<file path="src/sv/csvft_pkg.sv">
// Shared types and constants for the CSV field tokenizer.
`timescale 1ns / 1ps
package csvft_pkg;

    localparam int DEF_ROW_BITS    = 24;
    localparam int DEF_COLUMN_BITS = 16;
    localparam int DEF_OFFSET_BITS = 32;
    localparam int DEF_FIFO_DEPTH  = 2;

    localparam int CFG_INDEX_BITS = 2;

    localparam logic [CFG_INDEX_BITS-1:0] REG_SEPARATOR     = 2'd0;
    localparam logic [CFG_INDEX_BITS-1:0] REG_QUOTE         = 2'd1;
    localparam logic [CFG_INDEX_BITS-1:0] REG_TARGET_ROW    = 2'd2;
    localparam logic [CFG_INDEX_BITS-1:0] REG_TARGET_COLUMN = 2'd3;

    localparam logic [7:0] NEWLINE_CHAR        = 8'h0A;
    localparam logic [7:0] SEPARATOR_RESET_VAL = 8'h2C;
    localparam logic [7:0] QUOTE_RESET_VAL     = 8'h22;

    typedef enum logic [1:0] {
        CLASS_QUOTE      = 2'd0,
        CLASS_CONTENT    = 2'd1,
        CLASS_FIELD_END  = 2'd2,
        CLASS_RECORD_END = 2'd3
    } t_class;

    typedef struct packed {
        logic [7:0] byte_in;
        logic       start_of_text;
        logic       is_quote;
        logic       is_sep;
        logic       is_newline;
    } t_tok;

endpackage

</file>
<file path="src/sv/csvft_ifs.sv">
// Handshake interfaces for the byte, result and configuration channels.
`timescale 1ns / 1ps
interface csvft_byte_if;
    logic       valid;
    logic       ready;
    logic [7:0] byte_in;
    logic       start_of_text;

    modport source (output valid, output byte_in, output start_of_text, input ready);
    modport sink   (input valid, input byte_in, input start_of_text, output ready);
endinterface

interface csvft_token_if #(
    parameter int ROW_BITS    = csvft_pkg::DEF_ROW_BITS,
    parameter int COLUMN_BITS = csvft_pkg::DEF_COLUMN_BITS,
    parameter int OFFSET_BITS = csvft_pkg::DEF_OFFSET_BITS
);
    logic                   valid;
    logic                   ready;
    logic [1:0]             byte_class;
    logic [7:0]             content_byte;
    logic [ROW_BITS-1:0]    row_index;
    logic [COLUMN_BITS-1:0] column_index;
    logic [OFFSET_BITS-1:0] field_start;
    logic [OFFSET_BITS-1:0] record_start;
    logic                   in_target_field;

    modport source (output valid, output byte_class, output content_byte, output row_index,
                    output column_index, output field_start, output record_start,
                    output in_target_field, input ready);
    modport sink   (input valid, input byte_class, input content_byte, input row_index,
                    input column_index, input field_start, input record_start,
                    input in_target_field, output ready);
endinterface

interface csvft_cfg_if #(
    parameter int DATA_BITS = csvft_pkg::DEF_ROW_BITS
);
    logic                                valid;
    logic                                ready;
    logic [csvft_pkg::CFG_INDEX_BITS-1:0] index;
    logic [DATA_BITS-1:0]                data;

    modport source (output valid, output index, output data, input ready);
    modport sink   (input valid, input index, input data, output ready);
endinterface

</file>
<file path="src/sv/csv_field_tokenizer_unit.sv">
// Top level of the CSV field tokenizer.
`timescale 1ns / 1ps
// The tokenizer takes CSV text one byte per transfer and returns one result per byte: its
// class (quote consumed, content, field end, record end), the unescaped content byte, the
// row and column it belongs to, the offsets where the current field and record began, and
// a flag for content of the target field. It sustains one byte per cycle while the result
// channel is ready; the back end, which updates the quoting state, counters and offsets as it
// loads each result, sets that rate. A byte is written into a two-entry queue at its transfer;
// the back end pops it and loads its result into the output register once that register is
// empty or being read. The input keeps accepting while a result waits to be taken, until the
// queue is full. Configuration writes are taken in every cycle and should be issued only while
// no byte is in flight.
module csv_field_tokenizer_unit #(
    parameter int ROW_BITS    = csvft_pkg::DEF_ROW_BITS,
    parameter int COLUMN_BITS = csvft_pkg::DEF_COLUMN_BITS,
    parameter int OFFSET_BITS = csvft_pkg::DEF_OFFSET_BITS,
    parameter int FIFO_DEPTH  = csvft_pkg::DEF_FIFO_DEPTH
) (
    input  logic          i_clk,
    input  logic          i_rst_n,
    csvft_byte_if.sink    i_byte,
    csvft_cfg_if.sink     i_cfg,
    csvft_token_if.source o_token
);

    logic                   push_valid;
    logic                   push_ready;
    csvft_pkg::t_tok        push_tok;
    logic                   pop_valid;
    logic                   pop;
    csvft_pkg::t_tok        pop_tok;
    logic [ROW_BITS-1:0]    target_row;
    logic [COLUMN_BITS-1:0] target_column;

    csvft_front #(
        .ROW_BITS    (ROW_BITS),
        .COLUMN_BITS (COLUMN_BITS)
    ) u_front (
        .i_clk           (i_clk),
        .i_rst_n         (i_rst_n),
        .i_byte          (i_byte),
        .i_cfg           (i_cfg),
        .o_push_valid    (push_valid),
        .i_push_ready    (push_ready),
        .o_push_tok      (push_tok),
        .o_target_row    (target_row),
        .o_target_column (target_column)
    );

    csvft_fifo #(
        .DEPTH (FIFO_DEPTH)
    ) u_fifo (
        .i_clk        (i_clk),
        .i_rst_n      (i_rst_n),
        .i_push_valid (push_valid),
        .o_push_ready (push_ready),
        .i_push_tok   (push_tok),
        .o_pop_valid  (pop_valid),
        .i_pop        (pop),
        .o_pop_tok    (pop_tok)
    );

    csvft_back #(
        .ROW_BITS    (ROW_BITS),
        .COLUMN_BITS (COLUMN_BITS),
        .OFFSET_BITS (OFFSET_BITS)
    ) u_back (
        .i_clk           (i_clk),
        .i_rst_n         (i_rst_n),
        .i_tok_valid     (pop_valid),
        .o_tok_pop       (pop),
        .i_tok           (pop_tok),
        .i_target_row    (target_row),
        .i_target_column (target_column),
        .o_token         (o_token)
    );

endmodule

</file>
<file path="src/sv/csvft_front.sv">
// Front end: configuration registers and per-byte character matching.
`timescale 1ns / 1ps
module csvft_front #(
    parameter int ROW_BITS    = csvft_pkg::DEF_ROW_BITS,
    parameter int COLUMN_BITS = csvft_pkg::DEF_COLUMN_BITS
) (
    input  logic                   i_clk,
    input  logic                   i_rst_n,
    csvft_byte_if.sink             i_byte,
    csvft_cfg_if.sink              i_cfg,
    output logic                   o_push_valid,
    input  logic                   i_push_ready,
    output csvft_pkg::t_tok        o_push_tok,
    output logic [ROW_BITS-1:0]    o_target_row,
    output logic [COLUMN_BITS-1:0] o_target_column
);

    logic [7:0]             r_sep;
    logic [7:0]             r_quote;
    logic [ROW_BITS-1:0]    r_trow;
    logic [COLUMN_BITS-1:0] r_tcol;

    always_ff @(posedge i_clk) begin
        if (!i_rst_n) begin
            r_sep   <= csvft_pkg::SEPARATOR_RESET_VAL;
            r_quote <= csvft_pkg::QUOTE_RESET_VAL;
            r_trow  <= '0;
            r_tcol  <= '0;
        end else if (i_cfg.valid) begin
            case (i_cfg.index)
                csvft_pkg::REG_SEPARATOR:     r_sep   <= i_cfg.data[7:0];
                csvft_pkg::REG_QUOTE:         r_quote <= i_cfg.data[7:0];
                csvft_pkg::REG_TARGET_ROW:    r_trow  <= ROW_BITS'(i_cfg.data);
                csvft_pkg::REG_TARGET_COLUMN: r_tcol  <= COLUMN_BITS'(i_cfg.data);
                default: begin
                end
            endcase
        end
    end

    assign i_cfg.ready = 1'b1;

    assign i_byte.ready             = i_push_ready;
    assign o_push_valid             = i_byte.valid;
    assign o_push_tok.byte_in       = i_byte.byte_in;
    assign o_push_tok.start_of_text = i_byte.start_of_text;
    assign o_push_tok.is_quote      = (i_byte.byte_in == r_quote);
    assign o_push_tok.is_sep        = (i_byte.byte_in == r_sep);
    assign o_push_tok.is_newline    = (i_byte.byte_in == csvft_pkg::NEWLINE_CHAR);

    assign o_target_row    = r_trow;
    assign o_target_column = r_tcol;

endmodule

</file>
<file path="src/sv/csvft_fifo.sv">
// Short register queue between the front end and the back end.
`timescale 1ns / 1ps
module csvft_fifo #(
    parameter int DEPTH = csvft_pkg::DEF_FIFO_DEPTH
) (
    input  logic            i_clk,
    input  logic            i_rst_n,
    input  logic            i_push_valid,
    output logic            o_push_ready,
    input  csvft_pkg::t_tok i_push_tok,
    output logic            o_pop_valid,
    input  logic            i_pop,
    output csvft_pkg::t_tok o_pop_tok
);

    localparam int PTR_BITS   = (DEPTH > 1) ? $clog2(DEPTH) : 1;
    localparam int COUNT_BITS = $clog2(DEPTH + 1);

    csvft_pkg::t_tok       r_mem [DEPTH];
    logic [PTR_BITS-1:0]   r_wr_ptr;
    logic [PTR_BITS-1:0]   r_rd_ptr;
    logic [COUNT_BITS-1:0] r_count;
    logic                  push;
    logic                  pop;

    assign o_push_ready = (r_count != COUNT_BITS'(DEPTH));
    assign o_pop_valid  = (r_count != '0);
    assign push         = i_push_valid && o_push_ready;
    assign pop          = i_pop && o_pop_valid;
    assign o_pop_tok    = r_mem[r_rd_ptr];

    always_ff @(posedge i_clk) begin
        if (push) begin
            r_mem[r_wr_ptr] <= i_push_tok;
        end
    end

    always_ff @(posedge i_clk) begin
        if (!i_rst_n) begin
            r_wr_ptr <= '0;
            r_rd_ptr <= '0;
            r_count  <= '0;
        end else begin
            if (push) begin
                r_wr_ptr <= (r_wr_ptr == PTR_BITS'(DEPTH - 1)) ? '0 : r_wr_ptr + PTR_BITS'(1);
            end
            if (pop) begin
                r_rd_ptr <= (r_rd_ptr == PTR_BITS'(DEPTH - 1)) ? '0 : r_rd_ptr + PTR_BITS'(1);
            end
            if (push && !pop) begin
                r_count <= r_count + COUNT_BITS'(1);
            end else if (pop && !push) begin
                r_count <= r_count - COUNT_BITS'(1);
            end
        end
    end

endmodule

</file>
<file path="src/sv/csvft_back.sv">
// Back end: quoting state, counters and offsets, and the registered result.
`timescale 1ns / 1ps
module csvft_back #(
    parameter int ROW_BITS    = csvft_pkg::DEF_ROW_BITS,
    parameter int COLUMN_BITS = csvft_pkg::DEF_COLUMN_BITS,
    parameter int OFFSET_BITS = csvft_pkg::DEF_OFFSET_BITS
) (
    input  logic                   i_clk,
    input  logic                   i_rst_n,
    input  logic                   i_tok_valid,
    output logic                   o_tok_pop,
    input  csvft_pkg::t_tok        i_tok,
    input  logic [ROW_BITS-1:0]    i_target_row,
    input  logic [COLUMN_BITS-1:0] i_target_column,
    csvft_token_if.source          o_token
);

    logic                   r_iq;
    logic                   r_qp;
    logic                   r_afs;
    logic [ROW_BITS-1:0]    r_row;
    logic [COLUMN_BITS-1:0] r_col;
    logic [OFFSET_BITS-1:0] r_boff;
    logic [OFFSET_BITS-1:0] r_foff;
    logic [OFFSET_BITS-1:0] r_roff;

    logic                   n_iq;
    logic                   n_qp;
    logic                   n_afs;
    logic [ROW_BITS-1:0]    n_row;
    logic [COLUMN_BITS-1:0] n_col;
    logic [OFFSET_BITS-1:0] n_boff;
    logic [OFFSET_BITS-1:0] n_foff;
    logic [OFFSET_BITS-1:0] n_roff;

    logic                   cur_iq;
    logic                   cur_qp;
    logic                   cur_afs;
    logic [ROW_BITS-1:0]    cur_row;
    logic [COLUMN_BITS-1:0] cur_col;
    logic [OFFSET_BITS-1:0] cur_boff;
    logic [OFFSET_BITS-1:0] cur_foff;
    logic [OFFSET_BITS-1:0] cur_roff;
    logic [OFFSET_BITS-1:0] next_start;
    csvft_pkg::t_class      cls;
    logic [7:0]             content;
    logic                   hit;

    logic                   r_out_valid;
    logic [1:0]             r_class;
    logic [7:0]             r_content;
    logic [ROW_BITS-1:0]    r_row_out;
    logic [COLUMN_BITS-1:0] r_col_out;
    logic [OFFSET_BITS-1:0] r_fs_out;
    logic [OFFSET_BITS-1:0] r_rs_out;
    logic                   r_hit;

    assign o_tok_pop = i_tok_valid && (!r_out_valid || o_token.ready);

    always_comb begin
        if (i_tok.start_of_text) begin
            cur_iq   = 1'b0;
            cur_qp   = 1'b0;
            cur_afs  = 1'b1;
            cur_row  = '0;
            cur_col  = '0;
            cur_boff = '0;
            cur_foff = '0;
            cur_roff = '0;
        end else begin
            cur_iq   = r_iq;
            cur_qp   = r_qp;
            cur_afs  = r_afs;
            cur_row  = r_row;
            cur_col  = r_col;
            cur_boff = r_boff;
            cur_foff = r_foff;
            cur_roff = r_roff;
        end

        next_start = (cur_boff == '1) ? cur_boff : cur_boff + OFFSET_BITS'(1);

        n_iq    = cur_iq;
        n_qp    = cur_qp;
        n_afs   = cur_afs;
        n_row   = cur_row;
        n_col   = cur_col;
        n_boff  = next_start;
        n_foff  = cur_foff;
        n_roff  = cur_roff;
        cls     = csvft_pkg::CLASS_CONTENT;
        content = '0;

        // A pending quote followed by anything but a quote closed the quoted span.
        if (cur_qp && !i_tok.is_quote) begin
            n_iq = 1'b0;
            n_qp = 1'b0;
        end

        if (!n_iq && i_tok.is_newline) begin
            cls    = csvft_pkg::CLASS_RECORD_END;
            n_row  = (cur_row == '1) ? cur_row : cur_row + ROW_BITS'(1);
            n_col  = '0;
            n_roff = next_start;
            n_foff = next_start;
            n_afs  = 1'b1;
        end else if (!n_iq && cur_afs && i_tok.is_quote) begin
            cls   = csvft_pkg::CLASS_QUOTE;
            n_iq  = 1'b1;
            n_afs = 1'b0;
        end else if (n_iq && i_tok.is_quote) begin
            if (cur_qp) begin
                cls     = csvft_pkg::CLASS_CONTENT;
                content = i_tok.byte_in;
                n_qp    = 1'b0;
            end else begin
                cls  = csvft_pkg::CLASS_QUOTE;
                n_qp = 1'b1;
            end
        end else if (!n_iq && i_tok.is_sep) begin
            cls    = csvft_pkg::CLASS_FIELD_END;
            n_col  = (cur_col == '1) ? cur_col : cur_col + COLUMN_BITS'(1);
            n_foff = next_start;
            n_afs  = 1'b1;
        end else begin
            cls     = csvft_pkg::CLASS_CONTENT;
            content = i_tok.byte_in;
            n_afs   = 1'b0;
        end

        hit = (cls == csvft_pkg::CLASS_CONTENT) && (cur_row == i_target_row) &&
              (cur_col == i_target_column);
    end

    always_ff @(posedge i_clk) begin
        if (!i_rst_n) begin
            r_iq        <= 1'b0;
            r_qp        <= 1'b0;
            r_afs       <= 1'b1;
            r_row       <= '0;
            r_col       <= '0;
            r_boff      <= '0;
            r_foff      <= '0;
            r_roff      <= '0;
            r_out_valid <= 1'b0;
        end else begin
            if (o_tok_pop) begin
                r_iq   <= n_iq;
                r_qp   <= n_qp;
                r_afs  <= n_afs;
                r_row  <= n_row;
                r_col  <= n_col;
                r_boff <= n_boff;
                r_foff <= n_foff;
                r_roff <= n_roff;
                r_out_valid <= 1'b1;
            end else if (o_token.ready) begin
                r_out_valid <= 1'b0;
            end
        end
    end

    always_ff @(posedge i_clk) begin
        if (o_tok_pop) begin
            r_class   <= cls;
            r_content <= content;
            r_row_out <= cur_row;
            r_col_out <= cur_col;
            r_fs_out  <= cur_foff;
            r_rs_out  <= cur_roff;
            r_hit     <= hit;
        end
    end

    assign o_token.valid           = r_out_valid;
    assign o_token.byte_class      = r_class;
    assign o_token.content_byte    = r_content;
    assign o_token.row_index       = r_row_out;
    assign o_token.column_index    = r_col_out;
    assign o_token.field_start     = r_fs_out;
    assign o_token.record_start    = r_rs_out;
    assign o_token.in_target_field = r_hit;

`ifndef SYNTHESIS
    a_pending_needs_quotes: assert property (@(posedge i_clk) disable iff (!i_rst_n)
        r_qp |-> r_iq)
        else $error("Quote pending while outside quotes.");

    a_field_start_unquoted: assert property (@(posedge i_clk) disable iff (!i_rst_n)
        r_afs |-> !r_iq)
        else $error("Field start flagged inside quotes.");

    a_field_after_record: assert property (@(posedge i_clk) disable iff (!i_rst_n)
        r_foff >= r_roff)
        else $error("Field offset lies before record offset.");

    a_content_only_in_class: assert property (@(posedge i_clk) disable iff (!i_rst_n)
        (r_out_valid && r_class != csvft_pkg::CLASS_CONTENT) |-> (r_content == '0 && !r_hit))
        else $error("Content or target flag on a non-content result.");
`endif

endmodule

</file>
<file path="src/flat_wrapper.sv">
// flat-port wrapper written by rule: the top's interface ports become plain ports
module csv_field_tokenizer_unit_flat 
#(
    parameter int ROW_BITS    = csvft_pkg::DEF_ROW_BITS,
    parameter int COLUMN_BITS = csvft_pkg::DEF_COLUMN_BITS,
    parameter int OFFSET_BITS = csvft_pkg::DEF_OFFSET_BITS,
    parameter int FIFO_DEPTH  = csvft_pkg::DEF_FIFO_DEPTH
)
  (i_clk, i_rst_n, i_byte_valid, i_byte_byte_in, i_byte_start_of_text, i_byte_ready, i_cfg_valid, i_cfg_index, i_cfg_data, i_cfg_ready, o_token_valid, o_token_byte_class, o_token_content_byte, o_token_row_index, o_token_column_index, o_token_field_start, o_token_record_start, o_token_in_target_field, o_token_ready);
  csvft_byte_if i_byte_i ();
  csvft_cfg_if i_cfg_i ();
  csvft_token_if #(.ROW_BITS(ROW_BITS), .COLUMN_BITS(COLUMN_BITS), .OFFSET_BITS(OFFSET_BITS)) o_token_i ();
  input  logic i_clk;
  input  logic i_rst_n;
  input wire logic [$bits(i_byte_i.valid)-1:0] i_byte_valid;
  input wire logic [$bits(i_byte_i.byte_in)-1:0] i_byte_byte_in;
  input wire logic [$bits(i_byte_i.start_of_text)-1:0] i_byte_start_of_text;
  output wire logic [$bits(i_byte_i.ready)-1:0] i_byte_ready;
  input wire logic [$bits(i_cfg_i.valid)-1:0] i_cfg_valid;
  input wire logic [$bits(i_cfg_i.index)-1:0] i_cfg_index;
  input wire logic [$bits(i_cfg_i.data)-1:0] i_cfg_data;
  output wire logic [$bits(i_cfg_i.ready)-1:0] i_cfg_ready;
  output wire logic [$bits(o_token_i.valid)-1:0] o_token_valid;
  output wire logic [$bits(o_token_i.byte_class)-1:0] o_token_byte_class;
  output wire logic [$bits(o_token_i.content_byte)-1:0] o_token_content_byte;
  output wire logic [$bits(o_token_i.row_index)-1:0] o_token_row_index;
  output wire logic [$bits(o_token_i.column_index)-1:0] o_token_column_index;
  output wire logic [$bits(o_token_i.field_start)-1:0] o_token_field_start;
  output wire logic [$bits(o_token_i.record_start)-1:0] o_token_record_start;
  output wire logic [$bits(o_token_i.in_target_field)-1:0] o_token_in_target_field;
  input wire logic [$bits(o_token_i.ready)-1:0] o_token_ready;
  assign i_byte_i.valid = i_byte_valid;
  assign i_byte_i.byte_in = i_byte_byte_in;
  assign i_byte_i.start_of_text = i_byte_start_of_text;
  assign i_byte_ready = i_byte_i.ready;
  assign i_cfg_i.valid = i_cfg_valid;
  assign i_cfg_i.index = i_cfg_index;
  assign i_cfg_i.data = i_cfg_data;
  assign i_cfg_ready = i_cfg_i.ready;
  assign o_token_valid = o_token_i.valid;
  assign o_token_byte_class = o_token_i.byte_class;
  assign o_token_content_byte = o_token_i.content_byte;
  assign o_token_row_index = o_token_i.row_index;
  assign o_token_column_index = o_token_i.column_index;
  assign o_token_field_start = o_token_i.field_start;
  assign o_token_record_start = o_token_i.record_start;
  assign o_token_in_target_field = o_token_i.in_target_field;
  assign o_token_i.ready = o_token_ready;
  csv_field_tokenizer_unit #(.ROW_BITS(ROW_BITS), .COLUMN_BITS(COLUMN_BITS), .OFFSET_BITS(OFFSET_BITS), .FIFO_DEPTH(FIFO_DEPTH)) u_core (.i_clk(i_clk), .i_rst_n(i_rst_n), .i_byte(i_byte_i), .i_cfg(i_cfg_i), .o_token(o_token_i));
endmodule
</file>
<file path="config.mk">
export PLATFORM = sky130hd
export DESIGN_NAME = csv_field_tokenizer_unit_flat
export DESIGN_NICKNAME = d
export VERILOG_FILES = /design/src/sv/csvft_pkg.sv /design/src/sv/csvft_ifs.sv /design/src/sv/csv_field_tokenizer_unit.sv /design/src/sv/csvft_front.sv /design/src/sv/csvft_fifo.sv /design/src/sv/csvft_back.sv /design/src/flat_wrapper.sv
export SDC_FILE = /design/constraint.sdc
export NUM_CORES = 1
export LEC_CHECK = 0
export BUFFER_PORTS_ARGS = -buffer_cell sky130_fd_sc_hd__clkbuf_2
export CAP_MARGIN = 5
export CORE_MARGIN = 2
export CORE_UTILIZATION = 55
export CTS_CLUSTER_SIZE = 16
export DETAILED_ROUTE_END_ITERATION = 8
export GPL_ROUTABILITY_DRIVEN = 0
export GPL_TIMING_DRIVEN = 0
export MAX_ROUTING_LAYER = met4
export PLACE_DENSITY = 0.75
export SLEW_MARGIN = 10
export SYNTH_ARGS = -nofsm -noshare
export SYNTH_HDL_FRONTEND = slang
export SYNTH_SLANG_ARGS = --single-unit
</file>
<file path="constraint.sdc">
create_clock -name i_clk -period 8 [get_ports i_clk]
set_input_delay 2.4 -clock i_clk [delete_from_list [all_inputs] [get_ports i_clk]]
set_output_delay 2.4 -clock i_clk [all_outputs]
set_load 0.01 [all_outputs]
</file>
## Yosys cells after proc, flatten, opt, wreduce, memory -nomap -nowiden

Memories as Yosys holds them, arrays and structs flattened. A register that Yosys moved wholly into a read port is not among the register bits.
Cells that the tools add are included.

- Memories: 1
- RAM bits: 24
- Word-level logic and storage cells: 123
- Bits of input ports: 40
- Register bits after elaboration: 315

Memories:

| name | depth | bits a word | read ports | clocked after memory_dff | wr ports | line | source |
|---|---|---|---|---|---|---|---|
| u_core.u_fifo.r_mem | 2 | 12 | 1 | 1 | 1 | csvft_fifo.sv:19 | `csvft_pkg::t_tok r_mem [DEPTH];` |

- Equality and inequality tests: 13
- Reduce and logical (&&, ||, !) cells: 28
- Mux-type cells: 51
- Add/sub/neg operators: 7

Operators with widths:

| operator | count |
|---|---|
| 2-to-1 mux 32 bit | 9 |
| 2-to-1 mux 16 bit | 6 |
| 2-to-1 mux 24 bit | 3 |
| adder 32 x 1 -> 32 bit, second input constant | 1 |
| == test 32 bit, second input constant | 1 |
| adder 24 x 1 -> 24 bit, second input constant | 1 |
| == test 24 bit | 1 |
| == test 24 bit, second input constant | 1 |
| 2-to-1 mux 1 bit | 24 |
| 2-to-1 mux 8 bit | 3 |
| adder 16 x 1 -> 16 bit, second input constant | 1 |
| == test 16 bit | 1 |
| == test 16 bit, second input constant | 1 |
| == test 8 bit | 2 |
| logical AND 1 bit | 13 |
| 2-to-1 mux 2 bit | 6 |
| == test 8 x 4 -> 1 bit, second input constant | 1 |
| AND reduction 2 bit | 4 |
| nonzero test 2 bit | 3 |
| zero test 1 bit | 5 |
| == test 2 x 1 -> 1 bit, second input constant | 2 |
| == test 2 bit, second input constant | 2 |
| adder 1 bit, second input constant | 2 |
| adder 2 x 1 -> 2 bit, second input constant | 1 |
| other kinds (5) | 5 |

## Longest topological paths before layout

Gate-level depths: netlist of run 1.

- Depth in word-level cells: 12
- Mapped depth: 15
- Gate-level depth less buffers: 8

## Hierarchy

Synthesis of run 1 repeated with hierarchy kept, for this count alone.

- Cells, all modules: 1,496
- Area total of the unflattened synthesis: 15,513.6 µm²

By module, submodules not included:

| module | cells an instance | sequential area each (µm²) | times used | area an instance (µm²) |
|---|---|---|---|---|
| csvft_back | 1,167 | 6,256.0 | 1 | 11,881.4 |
| csvft_front | 268 | 1,121.1 | 1 | 2,528.7 |
| csvft_fifo | 61 | 820.8 | 1 | 1,103.6 |

## Worst setup path before layout of run 1

OpenSTA, ideal clock, no wires.

- Path kind: input to register
- Start: input o_token_ready
- End: register u_core.u_back.r_boff[30]
- Buffers on the path: 1
- Stages on the path: 5
- Arrival: 6.491 ns
- Path slack: 1.199 ns
- Path through: nand2b_1 nand2_1 clkinv_1 clkbuf_1 o21ai_0

- Longest elaborated chain between the ends: 2

RTL lines:

| element | line | source |
|---|---|---|
| start, declared | flat_wrapper.sv:31 | `input wire logic [$bits(o_token_i.ready)-1:0] o_token_ready;` |
| logical OR 1 bit | csvft_back.sv:58 | `assign o_tok_pop = i_tok_valid && (!r_out_valid \|\| o_token.ready);` |
| logical AND 1 bit | csvft_back.sv:58 |  |
| via u_core.pop | csv_field_tokenizer_unit.sv:30 | `logic pop;` |
| end signal, assigned | csvft_back.sv:153 | `r_boff <= n_boff;` |
| end, declared | csvft_back.sv:23 | `logic [OFFSET_BITS-1:0] r_boff;` |

The timed path passes the listed nets, and every way through them passes these cells.
A chain may end at the register's enable or synchronous reset.

==> results of run 1 <==
==> per-stage QoR <==
stage                     hold WS, ps  setup TNS [ps]  instance area, sq um  total power, W  utilization, %
after global routing            468.2               0                 17530        0.005621           65.06
final                           444.5               0                 17530        0.005425           65.06
after CTS                       449.4               0                 17530        0.005413           65.06
after detailed placement        435.3               0                 16360        0.003741           60.69
after floorplan                 416.7               0                 15120        0.003163               -
after global placement          426.0          -50970                 16320        0.003756           60.57
==> worst max path at each step <==
stage / to / cells past startpoint
after detailed placement: u_core.u_back.r_row[20]$_SDFFE_PN0P_ / 15
after global placement: u_core.u_back.r_boff[30]$_SDFFE_PN0P_ / 6
after floorplan: u_core.u_back.r_boff[30]$_SDFFE_PN0P_ / 5
after global routing: u_core.u_back.r_row[20]$_SDFFE_PN0P_ / 15
final: u_core.u_back.r_row[20]$_SDFFE_PN0P_ / 15
after CTS: u_core.u_back.r_row[22]$_SDFFE_PN0P_ / 15
==> final cells by class <==
cell class / count / area share [%]
clock buffer: 46 / 5.473
buffer: 97 / 2.248
tap: 341 / 2.433
sequential: 340 / 46.75
timing repair buffer: 156 / 4.581
inverter: 11 / 0.2355
multi-input combinational: 1091 / 37.03
clock inverter: 18 / 1.249
==> layout by cell type, fill, tap and decap left out, types with 7 or more instances in the layout <==
cell type / count
nand2_1: 212
dfxtp_1: 201
clkbuf_2: 155
edfxtp_1: 139
nor2_1: 115
and2_1: 112
a21oi_1: 101
clkbuf_1: 86
o21ai_0: 74
nand3_1: 53
xnor2_1: 52
nand4_1: 41
clkbuf_16: 37
a31oi_1: 33
xor2_1: 29
a22o_1: 25
mux2i_1: 22
and3_1: 20
nor3_1: 19
o32ai_1: 18
nor4bb_1: 16
nor4_1: 13
or3_1: 12
inv_1: 10
or4_1: 10
buf_1: 9
a211oi_1: 9
o211ai_1: 7
nor4b_1: 7
==> critical path: stages, from the launching register on <==
cell and delay, ps:
dfxtp_1 320, buf_6 130, mux2i_4 340, buf_2 360, clkbuf_1 600, clkbuf_1 510
clkbuf_1 580, clkbuf_1 590, and2_1 300, ha_1 250, nand4_1 220, or4_4 570
or4_1 530, buf_2 170, o211ai_1 200, a21oi_1 90
==> report_power, final <==
part           switching (W)  internal [W]
logic                0.00107      0.000380
clock network       0.000675       0.00101
registers           0.000107       0.00218
==> cell families (layout without fill, tap and decap cells) <==
family	count (synthesis)	in the layout	synth area share [%]
AOI/OAI and AO/OA	316	316	13.39
xor gates and xnor gates	81	81	4.691
adders and majority gates	3	3	0.2482
buffers and inverters	108	328	2.855
DFF	340	340	54.21
muxes	29	29	2.126
other	1	1	0.02480
and+or+nand+nor	661	661	22.46
==> routing by layer <==
layer  global-route usage, %  up-vias  part of all wire [%]
met2                   47.61      710                    47
met1                   37.57     5984                    40
met4                   12.60        0                   4.5
li1                        -     5959                     -
met3                   4.419      171                   8.9
met5                       -        -                     0
==> sequential cells by signal (all words and copies together), names as in the netlist, 16 cells and up, named ones only <==
register                            cells
u_core.u_back.o_token.row_index        24
u_core.u_front.o_target_column         16
u_core.u_fifo.r_mem                    24
u_core.u_back.r_roff                   32
u_core.u_back.o_token.field_start      32
u_core.u_back.r_col                    16
u_core.u_back.o_token.column_index     16
u_core.u_back.o_token.record_start     32
u_core.u_back.r_foff                   32
u_core.u_back.r_boff                   32
u_core.u_front.o_target_row            24
u_core.u_back.r_row                    24
==> results.yml, run 1 <==
worst_hold_path:
  hold_end: "u_core.u_back.r_roff[14]$_SDFFE_PN0P_"
  hp-class: "flip-flop to flip-flop"
  min_from: "u_core.u_back.r_roff[14]$_SDFFE_PN0P_"
  whs_path_depth: 2
routing:
  drt_iter0_markers: 1238
  via_count: 12820
  vias_per_cell: 6.107
  first_pass_iters: 6
  drc: 0
  wirelength_microns: 42000
  postRouteAntennaNets: 0
  post_drt_wl_per_cell_microns: 20.00
place:
  place_ws_ps: 2394
  port_buffers: 155
  numPlacedInstances: 2036
  place_hpwl_microns: 29740
logic_synthesis:
  ys.flop_type: "dfxtp_1"
  ys_ff_latch: 340
  syn-num-nets: 1582
  ys_seq_area_share_pct: 54.21
  synth_cell_types: 71
  postSynthCellCount: 1539
  synth_top_area_share_pct: 27.60
  synth_area_leaders: "edfxtp_1 28%, dfxtp_1 27%, nand2_1 5.3%"
  synth_edf_count: 139
  syn_area_sq_um: 15120
  async_reset_ff_share_pct: 0
  synth_top_cell_by_area: "edfxtp_1"
  yosysMostFrequentCell: "nand2_1"
  synth_warnings: 0
  syn_area_per_cell_sq_um: 9.826
  synthTopCellsByCount: "212 x nand2_1, 201 x dfxtp_1, 139 x edfxtp_1"
grt:
  antenna_found_initial: 0
  grt_max_degree: 68
  grt_pass1_vias: 12050
  grt.total_usage_pct: 29.59
  grt_overflow: 0
  grt_pass1_wl_microns: 64960
floorplanning:
  pin_count: 158
  rows: 60
  die-width_microns: 169.8
  core_sq_um: 26950
  dieArea_sq_um: 28840
  start_util_pct: 56.11
  die_height_microns: 169.8
critical_path:
  cp-start-kind: "flip-flop"
  rr_worst_depth: 15
  path_class: "flip-flop to flip-flop"
  worstReg2RegEnd: "u_core.u_back.r_row[20]$_SDFFE_PN0P_"
  crit_required_ps: 8370
  worst_setup_path_end_kind: "flip-flop"
  worstPathArrival_ps: 6300
  r2r_slack_ps: 2070
  cp_max_fo: 10
timing:
  hold_viol: 0
  finalClockSkew_ps: 12.31
  slew_viol_final: 0
  worst_slew_pin_slew_ps: 1040
  setup_viol: 0
  rsz0062_at_grt: "false"
  finalCritPeriodShare_pct: 74.09
  relSlewSlack_pct: 30.40
  timing.fmax_ghz: 0.1687
  setup_ws_ps: 2072
  period_needed_ps: 5928
clocking:
  cts.reportedPaths.clkPinSlew_ps: 60
  ctsResizeCount: 0
  postCtsSetupBuffers: 0
  cts_sinks: 340
  cts_tree: "done"
  htreeDepth: 2
  clk-insertion-delay-late_ps: 530
  clk_root_buffer_cell: "clkbuf_16"
  cts-hold-fix-buffers: 0
  cts_max_path_buffers: 3
  numCtsBuffers: 36
pwr:
  powerDensity_nw_per_um2: 309.4
  ir_worst_vdd_v: 0.0002308
  p_leak_nw: 6.176
finish:
  final_cells: 2100
  syn_to_final_growth_pct: 15.95
  ff_latch_area_sq_um: 8198
  fillers: 2157
  diodes: 0
  drive_above_1_share_pct: 13.81
  multiInputGateArea_sq_um: 6492
  nets: 1776
run:
  cap_violations: 0
status:
  status: "finished, final reports clean"
Power figures use the tool's default switching activity.
==> run 2: changes to the inputs <==
- CORE_UTILIZATION: 55 -> 53
- PLACE_DENSITY: 0.75 -> 0.76
- clock period: 8 -> 4.9 ns (I/O delays scaled with it)
==> run 2 against run 1 <==
Net effect:
- first-iteration DRC count rose by 0.24%
- sequential cell count did not move
- combinational power is 62% higher
- register-to-register slack worse by 1900 ps
- via count fell by 0.50%
- core utilization shrank 2.1 points
- non-clock buffer count shrank 2
- worst setup slack got worse by 1900 ps
- hold slack better by 2.9 ps
- critical path type unchanged
- largest cell class unchanged
==> results.yml, run 2 (synthesized netlist as in run 1, its figures left out) <==
finish:
  syn_to_final_growth_pct: 16.24
  drive_above_1_share_pct: 14.33
  finalInstanceArea_sq_um: 17580
  final_cell_mix: "212 x nand2_1, 201 x dfxtp_1, 158 x clkbuf_2, 139 x edfxtp_1, 115 x nor2_1"
  nets: 1774
  layout_commonest_cell: "nand2_1"
clocking:
  clk_root_buffer_cell: "clkbuf_16"
  postCtsSetupBuffers: 0
  cts-hold-fix-buffers: 0
  htreeDepth: 2
  cts_tree: "done"
  ctsResizeCount: 3
  clk-insertion-delay-late_ps: 530
  cts.reportedPaths.clkPinSlew_ps: 60
  cts_sinks: 340
  cts_max_path_buffers: 3
  numCtsBuffers: 36
routing:
  via_count: 12760
  drt_iter0_markers: 1241
  postRouteAntennaNets: 0
  vias_per_cell: 5.968
  post_drt_wl_per_cell_microns: 19.42
  first_pass_iters: 8
  drc: 0
  wirelength_microns: 41520
timing:
  setup-tns-final_ps: 0
  timing.fmax_ghz: 0.2117
  hold_viol: 0
  rsz0062_at_grt: "false"
  finalClockSkew_ps: 16.65
  period_needed_ps: 4724
  relSlewSlack_pct: 30.13
  finalCritPeriodShare_pct: 96.41
  slew_viol_final: 0
  setup_viol: 0
  worst_slew_pin_slew_ps: 1044
floorplanning:
  die_height_microns: 172.9
  start_util_pct: 54.13
  core_sq_um: 27930
  dieArea_sq_um: 29900
  die-width_microns: 172.9
  pin_count: 158
  rows: 61
place:
  dpl_cell_area_sq_um: 16410
  port_buffers: 155
  place_hpwl_microns: 29460
worst_hold_path:
  whs_path_depth: 2
  min_from: "u_core.u_back.r_roff[19]$_SDFFE_PN0P_"
  hp-class: "flip-flop to flip-flop"
  hold_end: "u_core.u_back.r_roff[19]$_SDFFE_PN0P_"
pwr:
  p_leak_nw: 6.173
  powerDensity_nw_per_um2: 499.2
  ir_worst_vdd_v: 0.0003995
critical_path:
  rr_worst_depth: 13
  cp-start-kind: "flip-flop"
  r2r_slack_ps: 180
  worstReg2RegEnd: "u_core.u_back.r_row[20]$_SDFFE_PN0P_"
  worst_setup_path_end_kind: "flip-flop"
  cp_max_fo: 28
  crit_required_ps: 5350
  path_class: "flip-flop to flip-flop"
  worstPathArrival_ps: 5170
status:
  status: "finished, final reports clean"
grt:
  grt.total_usage_pct: 27.34
  antenna_found_initial: 1
  grt_max_degree: 114
  grt_pass1_wl_microns: 63570
  grt_overflow: 0
  grt_pass1_vias: 11840
run:
  cap_violations: 0
==> run 2: cell types whose count changed in the layout (fill, tap and decap cells not counted), sizes merged <==
cell | previous run | this run
clkinvlp | 0 | 4
bufinv | 5 | 2
clkinv | 13 | 10
inv | 11 | 14
clkbuf | 279 | 278
diode | 0 | 1
==> run 2: how the worst max path moves through the flow <==
| stage | from | endpoint | slack, ps |
|---|---|---|---|
| 2_1_floorplan | o_token_ready | u_core.u_back.r_boff[24]$_SDFFE_PN0P_ | 940 |
| 3_3_place_gp | flip-flop | u_core.u_back.r_row[20]$_SDFFE_PN0P_ | -670 |
| 6_report | flip-flop | u_core.u_back.r_row[20]$_SDFFE_PN0P_ | 180 |
| 3_5_place_dp | flip-flop | u_core.u_back.r_row[20]$_SDFFE_PN0P_ | -700 |
| 5_1_grt | flip-flop | u_core.u_back.r_row[20]$_SDFFE_PN0P_ | 120 |
| 4_1_cts | flip-flop | u_core.u_back.r_row[20]$_SDFFE_PN0P_ | 310 |
==> run 2: worst max-delay path: stages (launching register included) <==
cell      delay (ps)
dfxtp_1          330
buf_6            140
mux2i_4          350
buf_2            550
clkbuf_2         420
clkbuf_1         450
and2_1           260
ha_1             220
nand4_1          230
or4_4            560
or4_1            530
buf_2            170
a211o_1          250
a21oi_1          160
==> run 2: layout make-up <==
type	count	area, sq um
Antenna cell	1	2.502
Clock inverter	19	167.7
Multi-Input combinational cell	1091	6492
Tap cell	378	473.0
Inverter	11	41.29
Buffer	95	396.6
Timing Repair Buffer	156	803.3
Sequential cell	340	8198
Fill cell	2414	10360
Clock buffer	47	1003
==> run 2: power by group <==
part           total, W  leakage [nW]  switching, W  internal (W)
sequential      0.00373          2.99      0.000173       0.00356
clock           0.00270         0.567       0.00113       0.00156
combinational   0.00235          2.62       0.00172      0.000626
total           0.00878          6.17       0.00303       0.00575
==> run 2: metrics by stage <==
stage / setup slack [ps] / hold slack [ps] / utilization (%) / total power, W / std cells
after floorplan: 935.9 / 416.7 / - / 0.005122 / 1539
after global placement: -671.0 / 425.8 / 58.61 / 0.006059 / 2072
after detailed placement: -700.6 / 438.0 / 58.74 / 0.006102 / 2073
after CTS: 307.9 / 451.9 / 62.92 / 0.008771 / 2137
after global routing: 124.8 / 464.7 / 62.93 / 0.009095 / 2138
final: 175.9 / 447.4 / 62.93 / 0.008775 / 2138
==> run 2: routing by layer <==
| metal | track usage, % | wire length (microns) | share of wire (%) |
|---|---|---|---|
| met4 | 12.85 | 2031 | 4.9 |
| met5 | - | 0 | 0 |
| met1 | 34.38 | 16780 | 40 |
| met2 | 43.80 | 19080 | 46 |
| met3 | 3.870 | 3624 | 8.7 |
